==> config.mk <==
export PLATFORM = sky130hd
export DESIGN_NAME = first_fit_range_allocator_unit
export DESIGN_NICKNAME = d
export VERILOG_FILES = /design/src/rtl/core/ffra_pkg.sv /design/src/rtl/core/first_fit_range_allocator_unit.sv /design/src/rtl/core/ffra_table.sv /design/src/rtl/core/ffra_ctrl.sv
export SDC_FILE = /design/constraint.sdc
export NUM_CORES = 2
export LEC_CHECK = 0
export BUFFER_PORTS_ARGS = -buffer_cell sky130_fd_sc_hd__buf_2
export CAP_MARGIN = 5
export CORE_MARGIN = 3
export CORE_UTILIZATION = 30
export DETAILED_ROUTE_END_ITERATION = 10
export GPL_TIMING_DRIVEN = 0
export REMOVE_ABC_BUFFERS = 1
export SYNTH_ARGS = -nofsm -noshare
export SYNTH_HDL_FRONTEND = slang
export SYNTH_SLANG_ARGS = --single-unit
==> constraint.sdc <==
create_clock -name i_clk -period 7.9 [get_ports i_clk]
set_clock_uncertainty 0.05 [all_clocks]
set_input_delay 1.58 -clock i_clk [delete_from_list [all_inputs] [get_ports i_clk]]
set_output_delay 1.58 -clock i_clk [all_outputs]
set_load 0.1 [all_outputs]
==> src/rtl/core/ffra_pkg.sv <==
// ----------------------------------------------------------------------------
// ffra_pkg
// Types and constants shared by the first-fit range allocator.
// ----------------------------------------------------------------------------
package ffra_pkg;

    localparam int INDEX_BITS = 16;
    localparam int LEN_BITS   = INDEX_BITS + 1;
    localparam int FREE_SLOTS_DEFAULT = 64;
    localparam logic [LEN_BITS-1:0] INDEX_SPACE = {1'b1, {INDEX_BITS{1'b0}}};
    localparam logic [LEN_BITS-1:0] CAP_RESET   = LEN_BITS'(512);

    localparam logic MODE_ALLOC = 1'b0;
    localparam logic MODE_FREE  = 1'b1;

    localparam logic [1:0] ST_OK       = 2'd0;
    localparam logic [1:0] ST_NO_SPACE = 2'd1;
    localparam logic [1:0] ST_DROPPED  = 2'd2;

    typedef struct packed {
        logic                  mode;
        logic [LEN_BITS-1:0]   range_length;
        logic [INDEX_BITS-1:0] range_base;
    } t_in_beat;

    typedef struct packed {
        logic [INDEX_BITS-1:0] granted_base;
        logic [LEN_BITS-1:0]   granted_length;
        logic [1:0]            status;
    } t_out_beat;

    typedef struct packed {
        logic [INDEX_BITS-1:0] base;
        logic [LEN_BITS-1:0]   len;
    } t_entry;

endpackage

==> src/rtl/core/first_fit_range_allocator_unit.sv <==
// ----------------------------------------------------------------------------
// first_fit_range_allocator_unit
// First-fit range allocator with a sorted, coalescing free table.
// ----------------------------------------------------------------------------
// Input channel (valid/ready): mode 0 allocates range_length indices,
// mode 1 frees range_length indices at range_base. Each request beat
// produces exactly one result beat: granted base, granted length, status.
// Allocation takes the first table entry that is long enough, whole;
// otherwise it bumps the pointer within the capacity register.
// Sequencing: the sequencer reads one table entry per step (S_RD, then S_EV)
// through the single read port of the table memory, so a request costs
// one step per entry scanned, plus one read/write step per entry moved
// when an entry is removed or inserted, plus decision and output. An
// empty table skips the scan; one request is in flight at a time.
// Result sits in an output register; a new request is taken while it
// waits, but the next result stalls until the receiver takes the first.
// Reset (synchronous, active low) empties the table, clears the bump
// pointer and loads capacity 512; no clearing pass is needed.
// The user must write capacity through i_cfg_we/i_cfg_data only while idle; the block does not enforce it.
// ----------------------------------------------------------------------------
module first_fit_range_allocator_unit #(
    parameter int FREE_SLOTS = ffra_pkg::FREE_SLOTS_DEFAULT
) (
    input  logic                i_clk,
    input  logic                i_rst_n,
    input  logic                i_in_valid,
    output logic                o_in_ready,
    input  ffra_pkg::t_in_beat  i_in_data,
    output logic                o_out_valid,
    input  logic                i_out_ready,
    output ffra_pkg::t_out_beat o_out_data,
    input  logic                i_cfg_we,
    input  logic [ffra_pkg::LEN_BITS-1:0] i_cfg_data
);

    localparam int AW = (FREE_SLOTS > 1) ? $clog2(FREE_SLOTS) : 1;

    logic             mem_we;
    logic [AW-1:0]    mem_waddr;
    logic [AW-1:0]    mem_raddr;
    ffra_pkg::t_entry mem_wdata;
    ffra_pkg::t_entry mem_rdata;

    ffra_ctrl #(.FREE_SLOTS(FREE_SLOTS)) u_ctrl (
        .i_clk       (i_clk),
        .i_rst_n     (i_rst_n),
        .i_in_valid  (i_in_valid),
        .o_in_ready  (o_in_ready),
        .i_in_data   (i_in_data),
        .o_out_valid (o_out_valid),
        .i_out_ready (i_out_ready),
        .o_out_data  (o_out_data),
        .i_cfg_we    (i_cfg_we),
        .i_cfg_data  (i_cfg_data),
        .o_mem_we    (mem_we),
        .o_mem_waddr (mem_waddr),
        .o_mem_wdata (mem_wdata),
        .o_mem_raddr (mem_raddr),
        .i_mem_rdata (mem_rdata)
    );

    ffra_table #(.FREE_SLOTS(FREE_SLOTS)) u_table (
        .i_clk   (i_clk),
        .i_we    (mem_we),
        .i_waddr (mem_waddr),
        .i_wdata (mem_wdata),
        .i_raddr (mem_raddr),
        .o_rdata (mem_rdata)
    );

endmodule

==> src/rtl/core/ffra_table.sv <==
// ----------------------------------------------------------------------------
// ffra_table
// Free table storage: one write port, one read port, registered read data.
// ----------------------------------------------------------------------------
module ffra_table #(
    parameter int FREE_SLOTS = ffra_pkg::FREE_SLOTS_DEFAULT,
    localparam int AW = (FREE_SLOTS > 1) ? $clog2(FREE_SLOTS) : 1
) (
    input  logic            i_clk,
    input  logic            i_we,
    input  logic [AW-1:0]   i_waddr,
    input  ffra_pkg::t_entry i_wdata,
    input  logic [AW-1:0]   i_raddr,
    output ffra_pkg::t_entry o_rdata
);

    ffra_pkg::t_entry mem [FREE_SLOTS];
    ffra_pkg::t_entry r_rdata;

    always_ff @(posedge i_clk) begin
        if (i_we) begin
            mem[i_waddr] <= i_wdata;
        end
        r_rdata <= mem[i_raddr];
    end

    assign o_rdata = r_rdata;

endmodule

==> src/rtl/core/ffra_ctrl.sv <==
// ----------------------------------------------------------------------------
// ffra_ctrl
// Request sequencer: scans the free table, merges, shifts entries, and
// holds the bump pointer, the capacity register and the result register.
// ----------------------------------------------------------------------------
module ffra_ctrl #(
    parameter int FREE_SLOTS = ffra_pkg::FREE_SLOTS_DEFAULT,
    localparam int AW = (FREE_SLOTS > 1) ? $clog2(FREE_SLOTS) : 1,
    localparam int CW = $clog2(FREE_SLOTS + 1)
) (
    input  logic                i_clk,
    input  logic                i_rst_n,
    input  logic                i_in_valid,
    output logic                o_in_ready,
    input  ffra_pkg::t_in_beat  i_in_data,
    output logic                o_out_valid,
    input  logic                i_out_ready,
    output ffra_pkg::t_out_beat o_out_data,
    input  logic                i_cfg_we,
    input  logic [ffra_pkg::LEN_BITS-1:0] i_cfg_data,
    output logic                o_mem_we,
    output logic [AW-1:0]       o_mem_waddr,
    output ffra_pkg::t_entry    o_mem_wdata,
    output logic [AW-1:0]       o_mem_raddr,
    input  ffra_pkg::t_entry    i_mem_rdata
);

    localparam int LB = ffra_pkg::LEN_BITS;
    localparam int IB = ffra_pkg::INDEX_BITS;
    localparam logic [CW-1:0] SLOTS = CW'(FREE_SLOTS);

    typedef enum logic [3:0] {
        S_IDLE, S_RD, S_EV, S_DEC, S_RM_RD, S_RM_WR, S_INS_RD, S_INS_WR, S_DONE
    } t_state;

    t_state              r_state;
    logic                r_mode;
    logic [LB-1:0]       r_len;
    logic [IB-1:0]       r_base;
    logic [CW-1:0]       r_count;
    logic [LB-1:0]       r_bump;
    logic [LB-1:0]       r_cap;
    logic [CW-1:0]       r_idx;
    logic [CW-1:0]       r_j;
    logic                r_have_prev;
    logic                r_have_next;
    ffra_pkg::t_entry    r_prev;
    ffra_pkg::t_entry    r_next;
    logic                r_out_valid;
    ffra_pkg::t_out_beat r_out;
    ffra_pkg::t_out_beat r_res;

    logic [LB-1:0]       space;
    logic [LB-1:0]       clip_len;
    logic [LB-1:0]       cap_eff;
    logic                bump_ok;
    logic                mprev;
    logic                mnext;
    logic [LB:0]         prev_end;
    logic [LB:0]         this_end;
    logic [CW-1:0]       idx_inc;
    logic [CW-1:0]       pos_m1;
    logic [CW-1:0]       j_inc;
    logic [CW-1:0]       j_dec;

    assign space    = ffra_pkg::INDEX_SPACE - LB'(i_in_data.range_base);
    assign clip_len = (i_in_data.range_length > space) ? space : i_in_data.range_length;
    assign cap_eff  = (r_cap > ffra_pkg::INDEX_SPACE) ? ffra_pkg::INDEX_SPACE : r_cap;
    assign bump_ok  = (r_bump <= cap_eff) && (r_len <= cap_eff - r_bump);
    assign prev_end = {1'b0, LB'(r_prev.base)} + {1'b0, r_prev.len};
    assign this_end = {1'b0, LB'(r_base)} + {1'b0, r_len};
    assign mprev    = r_have_prev && (prev_end == {1'b0, LB'(r_base)});
    assign mnext    = r_have_next && (this_end == {1'b0, LB'(r_next.base)});
    assign idx_inc  = r_idx + CW'(1);
    assign pos_m1   = r_idx - CW'(1);
    assign j_inc    = r_j + CW'(1);
    assign j_dec    = r_j - CW'(1);

    // memory access, driven from the sequencer state
    always_comb begin
        o_mem_we    = 1'b0;
        o_mem_waddr = r_idx[AW-1:0];
        o_mem_wdata = i_mem_rdata;
        o_mem_raddr = r_idx[AW-1:0];
        case (r_state)
            S_DEC: begin
                if (mprev) begin
                    o_mem_we    = 1'b1;
                    o_mem_waddr = pos_m1[AW-1:0];
                    o_mem_wdata.base = r_prev.base;
                    o_mem_wdata.len  = mnext ? (r_prev.len + r_len + r_next.len)
                                             : (r_prev.len + r_len);
                end else if (mnext) begin
                    o_mem_we    = 1'b1;
                    o_mem_wdata.base = r_base;
                    o_mem_wdata.len  = r_next.len + r_len;
                end
            end
            S_RM_RD:  o_mem_raddr = j_inc[AW-1:0];
            S_RM_WR: begin
                o_mem_we    = 1'b1;
                o_mem_waddr = r_j[AW-1:0];
            end
            S_INS_RD: begin
                o_mem_raddr = j_dec[AW-1:0];
                if (r_j <= r_idx) begin
                    o_mem_we    = 1'b1;
                    o_mem_wdata.base = r_base;
                    o_mem_wdata.len  = r_len;
                end
            end
            S_INS_WR: begin
                o_mem_we    = 1'b1;
                o_mem_waddr = r_j[AW-1:0];
            end
            default: ;
        endcase
    end

    always_ff @(posedge i_clk) begin
        if (!i_rst_n) begin
            r_state     <= S_IDLE;
            r_count     <= '0;
            r_bump      <= '0;
            r_cap       <= ffra_pkg::CAP_RESET;
            r_out_valid <= 1'b0;
        end else begin
            if (i_cfg_we) begin
                r_cap <= i_cfg_data;
            end
            if (r_out_valid && i_out_ready && (r_state != S_DONE)) begin
                r_out_valid <= 1'b0;
            end
            case (r_state)
                S_IDLE: begin
                    if (i_in_valid) begin
                        r_mode      <= i_in_data.mode;
                        r_base      <= i_in_data.range_base;
                        r_len       <= (i_in_data.mode == ffra_pkg::MODE_FREE)
                                       ? clip_len : i_in_data.range_length;
                        r_idx       <= '0;
                        r_have_prev <= 1'b0;
                        r_have_next <= 1'b0;
                        if (i_in_data.range_length == '0) begin
                            r_res <= '{granted_base: '0, granted_length: '0,
                                       status: (i_in_data.mode == ffra_pkg::MODE_FREE)
                                               ? ffra_pkg::ST_OK
                                               : ffra_pkg::ST_NO_SPACE};
                            r_state <= S_DONE;
                        end else if (r_count == '0) begin
                            r_res   <= '0;
                            r_state <= S_DEC;
                        end else begin
                            r_res   <= '0;
                            r_state <= S_RD;
                        end
                    end
                end
                S_RD: r_state <= S_EV;
                S_EV: begin
                    if (r_mode == ffra_pkg::MODE_ALLOC) begin
                        if (i_mem_rdata.len >= r_len) begin
                            r_res.granted_base   <= i_mem_rdata.base;
                            r_res.granted_length <= i_mem_rdata.len;
                            r_j     <= r_idx;
                            r_state <= S_RM_RD;
                        end else begin
                            r_idx   <= idx_inc;
                            r_state <= (idx_inc == r_count) ? S_DEC : S_RD;
                        end
                    end else if (i_mem_rdata.base < r_base) begin
                        r_prev      <= i_mem_rdata;
                        r_have_prev <= 1'b1;
                        r_idx       <= idx_inc;
                        r_state     <= (idx_inc == r_count) ? S_DEC : S_RD;
                    end else begin
                        r_next      <= i_mem_rdata;
                        r_have_next <= 1'b1;
                        r_state     <= S_DEC;
                    end
                end
                S_DEC: begin
                    if (r_mode == ffra_pkg::MODE_ALLOC) begin
                        // nothing in the table fits: fall back to the bump pointer
                        if (bump_ok) begin
                            r_res.granted_base   <= r_bump[IB-1:0];
                            r_res.granted_length <= r_len;
                            r_bump <= r_bump + r_len;
                        end else begin
                            r_res.status <= ffra_pkg::ST_NO_SPACE;
                        end
                        r_state <= S_DONE;
                    end else if (mprev && mnext) begin
                        r_j     <= r_idx;
                        r_state <= S_RM_RD;
                    end else if (mprev || mnext) begin
                        r_state <= S_DONE;
                    end else if (r_count >= SLOTS) begin
                        r_res.status <= ffra_pkg::ST_DROPPED;
                        r_state <= S_DONE;
                    end else begin
                        r_j     <= r_count;
                        r_state <= S_INS_RD;
                    end
                end
                S_RM_RD: begin
                    if (j_inc < r_count) begin
                        r_state <= S_RM_WR;
                    end else begin
                        r_count <= r_count - CW'(1);
                        r_state <= S_DONE;
                    end
                end
                S_RM_WR: begin
                    r_j     <= j_inc;
                    r_state <= S_RM_RD;
                end
                S_INS_RD: begin
                    // new entry is written here once the shift reaches its slot
                    if (r_j > r_idx) begin
                        r_state <= S_INS_WR;
                    end else begin
                        r_count <= r_count + CW'(1);
                        r_state <= S_DONE;
                    end
                end
                S_INS_WR: begin
                    r_j     <= j_dec;
                    r_state <= S_INS_RD;
                end
                S_DONE: begin
                    if (!r_out_valid || i_out_ready) begin
                        r_out       <= r_res;
                        r_out_valid <= 1'b1;
                        r_state     <= S_IDLE;
                    end
                end
                default: r_state <= S_IDLE;
            endcase
        end
    end

    assign o_in_ready  = (r_state == S_IDLE);
    assign o_out_valid = r_out_valid;
    assign o_out_data  = r_out;

endmodule
* After elaboration in Yosys (flattened, before gate mapping)
Memory sizes are Yosys's and may differ from the RTL's. A register that Yosys moved wholly into a read port is not among the register bits.
Index checks and enable logic that the tools add are counted.
** Operators by class
- Add/sub/neg operators :: 14
- Magnitude comparators :: 10
- Equality and inequality tests :: 32
- Mux-type cells :: 71
- Bitwise gates (word level) :: 2
- Reductions and logical operators :: 31
** Operator list (number)
- 2-to-1 mux 33 bit :: 7
- case mux 33 bit (3 select lines) :: 1
- 2-to-1 mux 7 bit :: 12
- adder 17 bit :: 4
- 2-to-1 mux 17 bit :: 4
- case mux 33 bit (2 select lines) :: 1
- 2-to-1 mux 4 bit :: 12
- adder 16 x 17 -> 18 bit :: 2
- equality test 18 x 16 -> 1 bit :: 2
- case mux 4 bit (9 select lines) :: 1
- 2-to-1 mux 35 bit :: 1
- less-or-equal comparator 17 bit :: 2
- case mux 7 bit (2 select lines) :: 2
- case mux 7 bit (4 select lines) :: 1
- case mux 6 bit (2 select lines) :: 2
- adder 7 x 1 -> 7 bit, second input constant :: 3
- AND reduction 7 bit :: 3
- >= comparator 17 bit :: 1
- > comparator 17 bit :: 1
- > comparator 17 bit, second input constant :: 1
- logical NOT 17 bit :: 1
- subtractor 17 x 16 -> 17 bit, first input constant :: 1
- subtractor 17 bit :: 1
- equality test 4 x 3 -> 1 bit, second input constant :: 4
- other kinds (36) :: 90
** Storage, ports and cells
- Register bits :: 232
- RAM bits :: 2112
- Input bits :: 56
- Word-level logic and storage cells :: 183
- Memories kept :: 1
** Memories
- u_table.mem :: words 64, width 33, rd ports 1, clocked after memory_dff 1, wr ports 1, RTL line ffra_table.sv:17 : ffra_pkg::t_entry mem [FREE_SLOTS];

* Longest topological paths before layout
- Word-level depth :: 8
- Gate-level depth with buffers :: 22

* Hierarchy
A second synthesis with hierarchy kept.
** Second synthesis, totals
- Cell total of the unflattened synthesis :: 5705
- Area total of the unflattened synthesis :: 100590.2 µm²
** By module, submodules not included
- ffra_table :: instances 1, cells an instance 3610, area each 81094.0 µm², seq. area each 64081.5 µm²
- ffra_ctrl :: instances 1, cells an instance 2095, area each 19496.2 µm², seq. area each 6506.2 µm²

* Worst setup path after synthesis
Ideal clock, no wire load.
- Path type :: flip-flop to flip-flop
- From :: register u_ctrl.r_cap[16]
- To :: register u_ctrl.r_res[10] in the netlist's numbering, enable pin
- Library setup time :: 0.518 ns
- Arrival time :: 7.108 ns
- Data required time :: 7.332 ns
- Path slack :: 0.224 ns
- Cell stages (with the launch flop) :: 21
- Buffers on the path :: 0
- Clock period less this slack :: 7.676 ns
- Cells stage by stage :: dfxtp_1 > inv_1 > a41oi_1 > nor2b_1 > ha_1 > a21o_1 > a21o_1 > a21o_1 > a21oi_1 > o21ai_0 > nand2_1 > nand2_1 > a21oi_1 > xnor2_1 > ha_1 > a21o_1 > a21o_1 > a21oi_1 > a21oi_1 > o21ai_0 > nor4b_1
** On the way
- Cells in the longest elaborated chain, start to end :: 7
- Elaborated cells between the ends (all ways) :: 8
** RTL lines
- start, declared :: RTL line ffra_ctrl.sv:42 : logic [LB-1:0] r_cap;
- start signal, assigned :: RTL line ffra_ctrl.sv:125 : r_cap <= ffra_pkg::CAP_RESET;
- start signal, assigned :: RTL line ffra_ctrl.sv:129 : r_cap <= i_cfg_data;
- > comparator 17 bit :: RTL line ffra_ctrl.sv:68 : assign cap_eff = (r_cap > ffra_pkg::INDEX_SPACE) ? ffra_pkg::INDEX_SPACE : r_cap;
- 2-to-1 mux 17 bit * :: RTL line ffra_ctrl.sv:68
- subtractor 17 bit :: RTL line ffra_ctrl.sv:69 : assign bump_ok = (r_bump <= cap_eff) && (r_len <= cap_eff - r_bump);
- less-or-equal comparator 17 bit :: RTL line ffra_ctrl.sv:69
- logical AND 1 bit * :: RTL line ffra_ctrl.sv:69
- inequality test 2 x 1 -> 1 bit (no source line) *
- AND reduction 7 bit (no source line) *
- end signal, assigned :: RTL line ffra_ctrl.sv:145 : r_res <= '{granted_base: '0, granted_length: '0,
- end, declared :: RTL line ffra_ctrl.sv:51 : ffra_pkg::t_out_beat r_res;
Mark *: on every way between the ends. The rest lies on a longest branch, timed or not.
A chain may end at the register's enable or synchronous reset.

* Worst setup path in the final report
- From :: register u_ctrl.r_prev[0] in the netlist's numbering
- To :: memory u_table.mem[56][25] in the netlist's numbering, enable pin
** On the way
- Cells in the longest elaborated chain, start to end :: 7
- Elaborated cells between the ends (all ways) :: 9
** RTL lines
- start, declared :: RTL line ffra_ctrl.sv:47 : ffra_pkg::t_entry r_prev;
- start signal, assigned :: RTL line ffra_ctrl.sv:172 : r_prev <= i_mem_rdata;
- adder 16 x 17 -> 18 bit * :: RTL line ffra_ctrl.sv:70 : assign prev_end = {1'b0, LB'(r_prev.base)} + {1'b0, r_prev.len};
- equality test 18 x 16 -> 1 bit * :: RTL line ffra_ctrl.sv:72 : assign mprev = r_have_prev && (prev_end == {1'b0, LB'(r_base)});
- logical AND 1 bit * :: RTL line ffra_ctrl.sv:72
- 2-to-1 mux 1 bit :: RTL line ffra_ctrl.sv:87 : if (mprev) begin
- case mux 1 bit (3 select lines) :: RTL line ffra_ctrl.sv:85 : case (r_state)
- 2-to-1 mux 1 bit :: RTL line ffra_table.sv:21 : if (i_we) begin
- 2-to-1 mux 1 bit (not written as such) :: RTL line ffra_table.sv:22 : mem[i_waddr] <= i_wdata;
- end, declared :: RTL line ffra_table.sv:17
Marks and branches as above.

==> results.cfg <==
[setup_path]
crit_start = u_ctrl.r_prev[0]
cp_num_buf_inv = 3
crit_path_frequent_cell = o2111ai_1
critPathCaptureType = flop
crit_chain = ha_1 -> fa_1 -> xnor2_1 -> o2111ai_1 -> a311o_1 -> nor4b_1 -> o2111ai_1 -> or4_4 -> nor4_4 -> buf_8 -> buf_6 -> nand2_1 -> o311ai_2 -> nand3_1 -> nor2_4 -> buf_12
cp-start-kind = flop
path_max_fanout = 20
cp.arrival_ns = 8.25
critPathKind = reg2reg
crit_path_top_delay_cell = nand3_1
slowest_delay_ns = 1.00
required_ns = 8.40
reg2reg_from = u_ctrl.r_prev[0]
crit_family = simple AND/OR/NAND/NOR gates

[yosys]
synth_area_leaders = edfxtp_1 69%, mux4_2 12%, ha_1 2.5%
netlist_instances = 5765
yosys_warnings = 0
synth_top_area_share_pct = 68.7
synth_seq_cells = 2377
avgSynthCellArea_um2 = 17.4
synth.distinct_cells = 83
synth_mux_area_share_pct = 12.9
synth_top_cell_by_area = edfxtp_1
netlist_area_um2 = 101000
synth_compound_area_share_pct = 6.12
synth_fa_ha_area_share_pct = 2.67
synth-xor-area-share_pct = 1.35
ys_seq_area_share_pct = 70.2
yosys.area_share.simple_pct = 5.08
synth_top_family_by_area = multiplexers
synth_ff_type = edfxtp_1
ys_async_sr_fraction_pct = 0
synth_edf_count = 2298

[power]
p_switching_mw = 12.8
swShare_pct = 32.2
powerDensity_nw_per_um2 = 334
clockPowerShare_pct = 27.9
comb_power_share_pct = 29.8
leakage_nw = 38.2
vdd_drop_max_v = 0.000226
p_seq_share_pct = 42.3
internal_power_mw = 27.0

[timing]
maxSlewHeadroom_pct = 6.05
finalCritPeriodShare_pct = 98.0
hold_viol_final = 0
worst_pin_slew_ns = 1.40
fmax_ghz = 0.129
tns_ns = 0
fin_crit_ns = 7.74
slew_viol_final = 0
rsz0062_at_grt = no
setup_viol = 0

[global_routing]
grt_use_total_pct = 15.8
grt_pass1_wl_um = 398000
grt_overflow_total = 0
antenna_found_initial = 11
grt_max_degree = 68
grt_pass1_vias = 56200

[final_layout]
nets = 6337
fin_area_um2 = 119000
synthToLayoutAreaGrowth_pct = 18.5
seq_area_um2 = 70600
nFillCells = 30400
multi_input_area_um2 = 29200
drive_gt1_share_pct = 22.3

[clock_network]
cts_resized = 0
cts_buffers = 227
htree_levels = 4
clock_path_buffers = 4
postCtsSetupBuffers = 0
clkSlewWorstSetupHoldPaths_ns = 0.07
clock_sinks = 2377
hold_buffers = 0
worstSkewPairLatency_ns = 0.91
cts_tree = done
cts_root_buffer = clkbuf_16

[floorplan]
row_count = 211
core_um2 = 332000
initial_core_util_pct = 30.3
die_w_um = 585
num_io_pins = 93
die_area_um2 = 342000
fp.dieH_um = 585

[route]
first_pass_iters = 6
antenna_left = 0
drcViolationCount = 0
wl_per_cell_um = 26.0
vias = 56200
drtIter0Drc = 6012
wl_um = 277000
via_per_inst = 5.28

[place]
numPortBuffers = 92
gp_congestion = 0.873
dp.final_hpwl_um = 187000
placed_cell_area_um2 = 111000

[hold_path]
hold_path_startpoint = u_ctrl.r_res[27]
hp-class = reg2reg

[status]
status = finished clean

[flow_run]
cap_violations = 0
-- final timing paths --
check                     endpoint  slack, ns  cells past startpoint
max reg2reg    u_table.mem[56][25]       0.16                     16
max            u_table.mem[56][25]       0.16                     16
min          u_ctrl.o_out_data[27]       0.36                      0
min reg2reg  u_ctrl.o_out_data[27]       0.36                      0
-- power groups by stage --
stage,clock network [mW],logic [mW],registers (mW)
finish,11.1,11.9,16.8
global route,11.8,12.6,16.9
CTS,11.3,11.9,16.8
detailed placement,0,11.8,17.1
global placement,0,10.4,18.0
floorplan,0,7.69,17.1
-- cells by family after synthesis --
logic type      count (synthesis)
xor+xnor                      155
compound gates                905
simple gates                 1061
flops                        2377
fa+ha+maj                     210
buf+inv                       425
mux                           632
-- sequential cells by signal, indices dropped and copies added, names as in the netlist, 17 cells and up --
signal / cells
u_ctrl.o_out_data: 35
u_ctrl.r_bump: 17
u_ctrl.r_cap: 17
u_ctrl.r_len: 17
u_ctrl.r_next: 33
u_ctrl.r_prev: 33
u_ctrl.r_res: 35
u_table.mem: 2112
u_table.o_rdata: 33
-- stage by stage --
stage	std cells	setup slack (ns)	power [mW]	hold slack, ns	utilization, %
floorplan	5473	-42.29	24.8	0.350	-
global placement	9931	-69.38	28.4	0.358	31.7
detailed placement	10200	0.271	28.9	0.355	33.6
CTS	10600	0.261	40.0	0.365	35.9
global route	10600	0.0898	41.3	0.365	35.9
finish	10600	0.157	39.8	0.364	35.9
-- layer usage --
layer | part of all wire [%] | GRT usage [%] | up-vias | routed length [um]
met5 | 0 | 0 | - | 0
met4 | 3.2 | 4.84 | 0 | 8990
met3 | 8.2 | 3.41 | 431 | 22600
met2 | 46 | 25.1 | 2306 | 129000
met1 | 42 | 21.8 | 29500 | 117000
li1 | - | - | 23900 | -
-- cell usage in the layout (no fill, tap or decap), drive strengths merged, types with 89 or more instances in the layout --
cell type	n
clkinv	89
inv	141
clkbuf	281
edfxtp	2298
mux4	529
nand2	422
o21ai	121
a21oi	200
buf	366
ha	202
xnor2	100
a211oi	200
and2	143
nor2	169
-- cell usage after synthesis (29+ instances only) --
master and count:
edfxtp_1 2298, mux4_2 529, nand2_1 422, ha_1 202, a211oi_1 200, clkbuf_1 200
a21oi_1 198, nor2_1 169, and2_1 140, inv_1 130, o21ai_0 119, xnor2_1 100
a31oi_1 87, nor2b_1 83, dfxtp_1 79, mux2i_1 74, a311oi_1 69, buf_1 66
nand3_1 55, xor2_1 55, nor3_1 53, a21o_1 46, mux2_2 29
-- final cells by class --
cell class | count | share of cell area, %
Sequential cell | 2377 | 59.3
Multi-Input combinational cell | 2963 | 24.5
Clock buffer | 278 | 5.05
Timing Repair Buffer | 369 | 4.86
Tap cell | 4366 | 4.59
Clock inverter | 138 | 1.28
Inverter | 133 | 0.419
Antenna cell | 10 | 0.0210
Note: power is estimated with default switching activity, not from simulation.
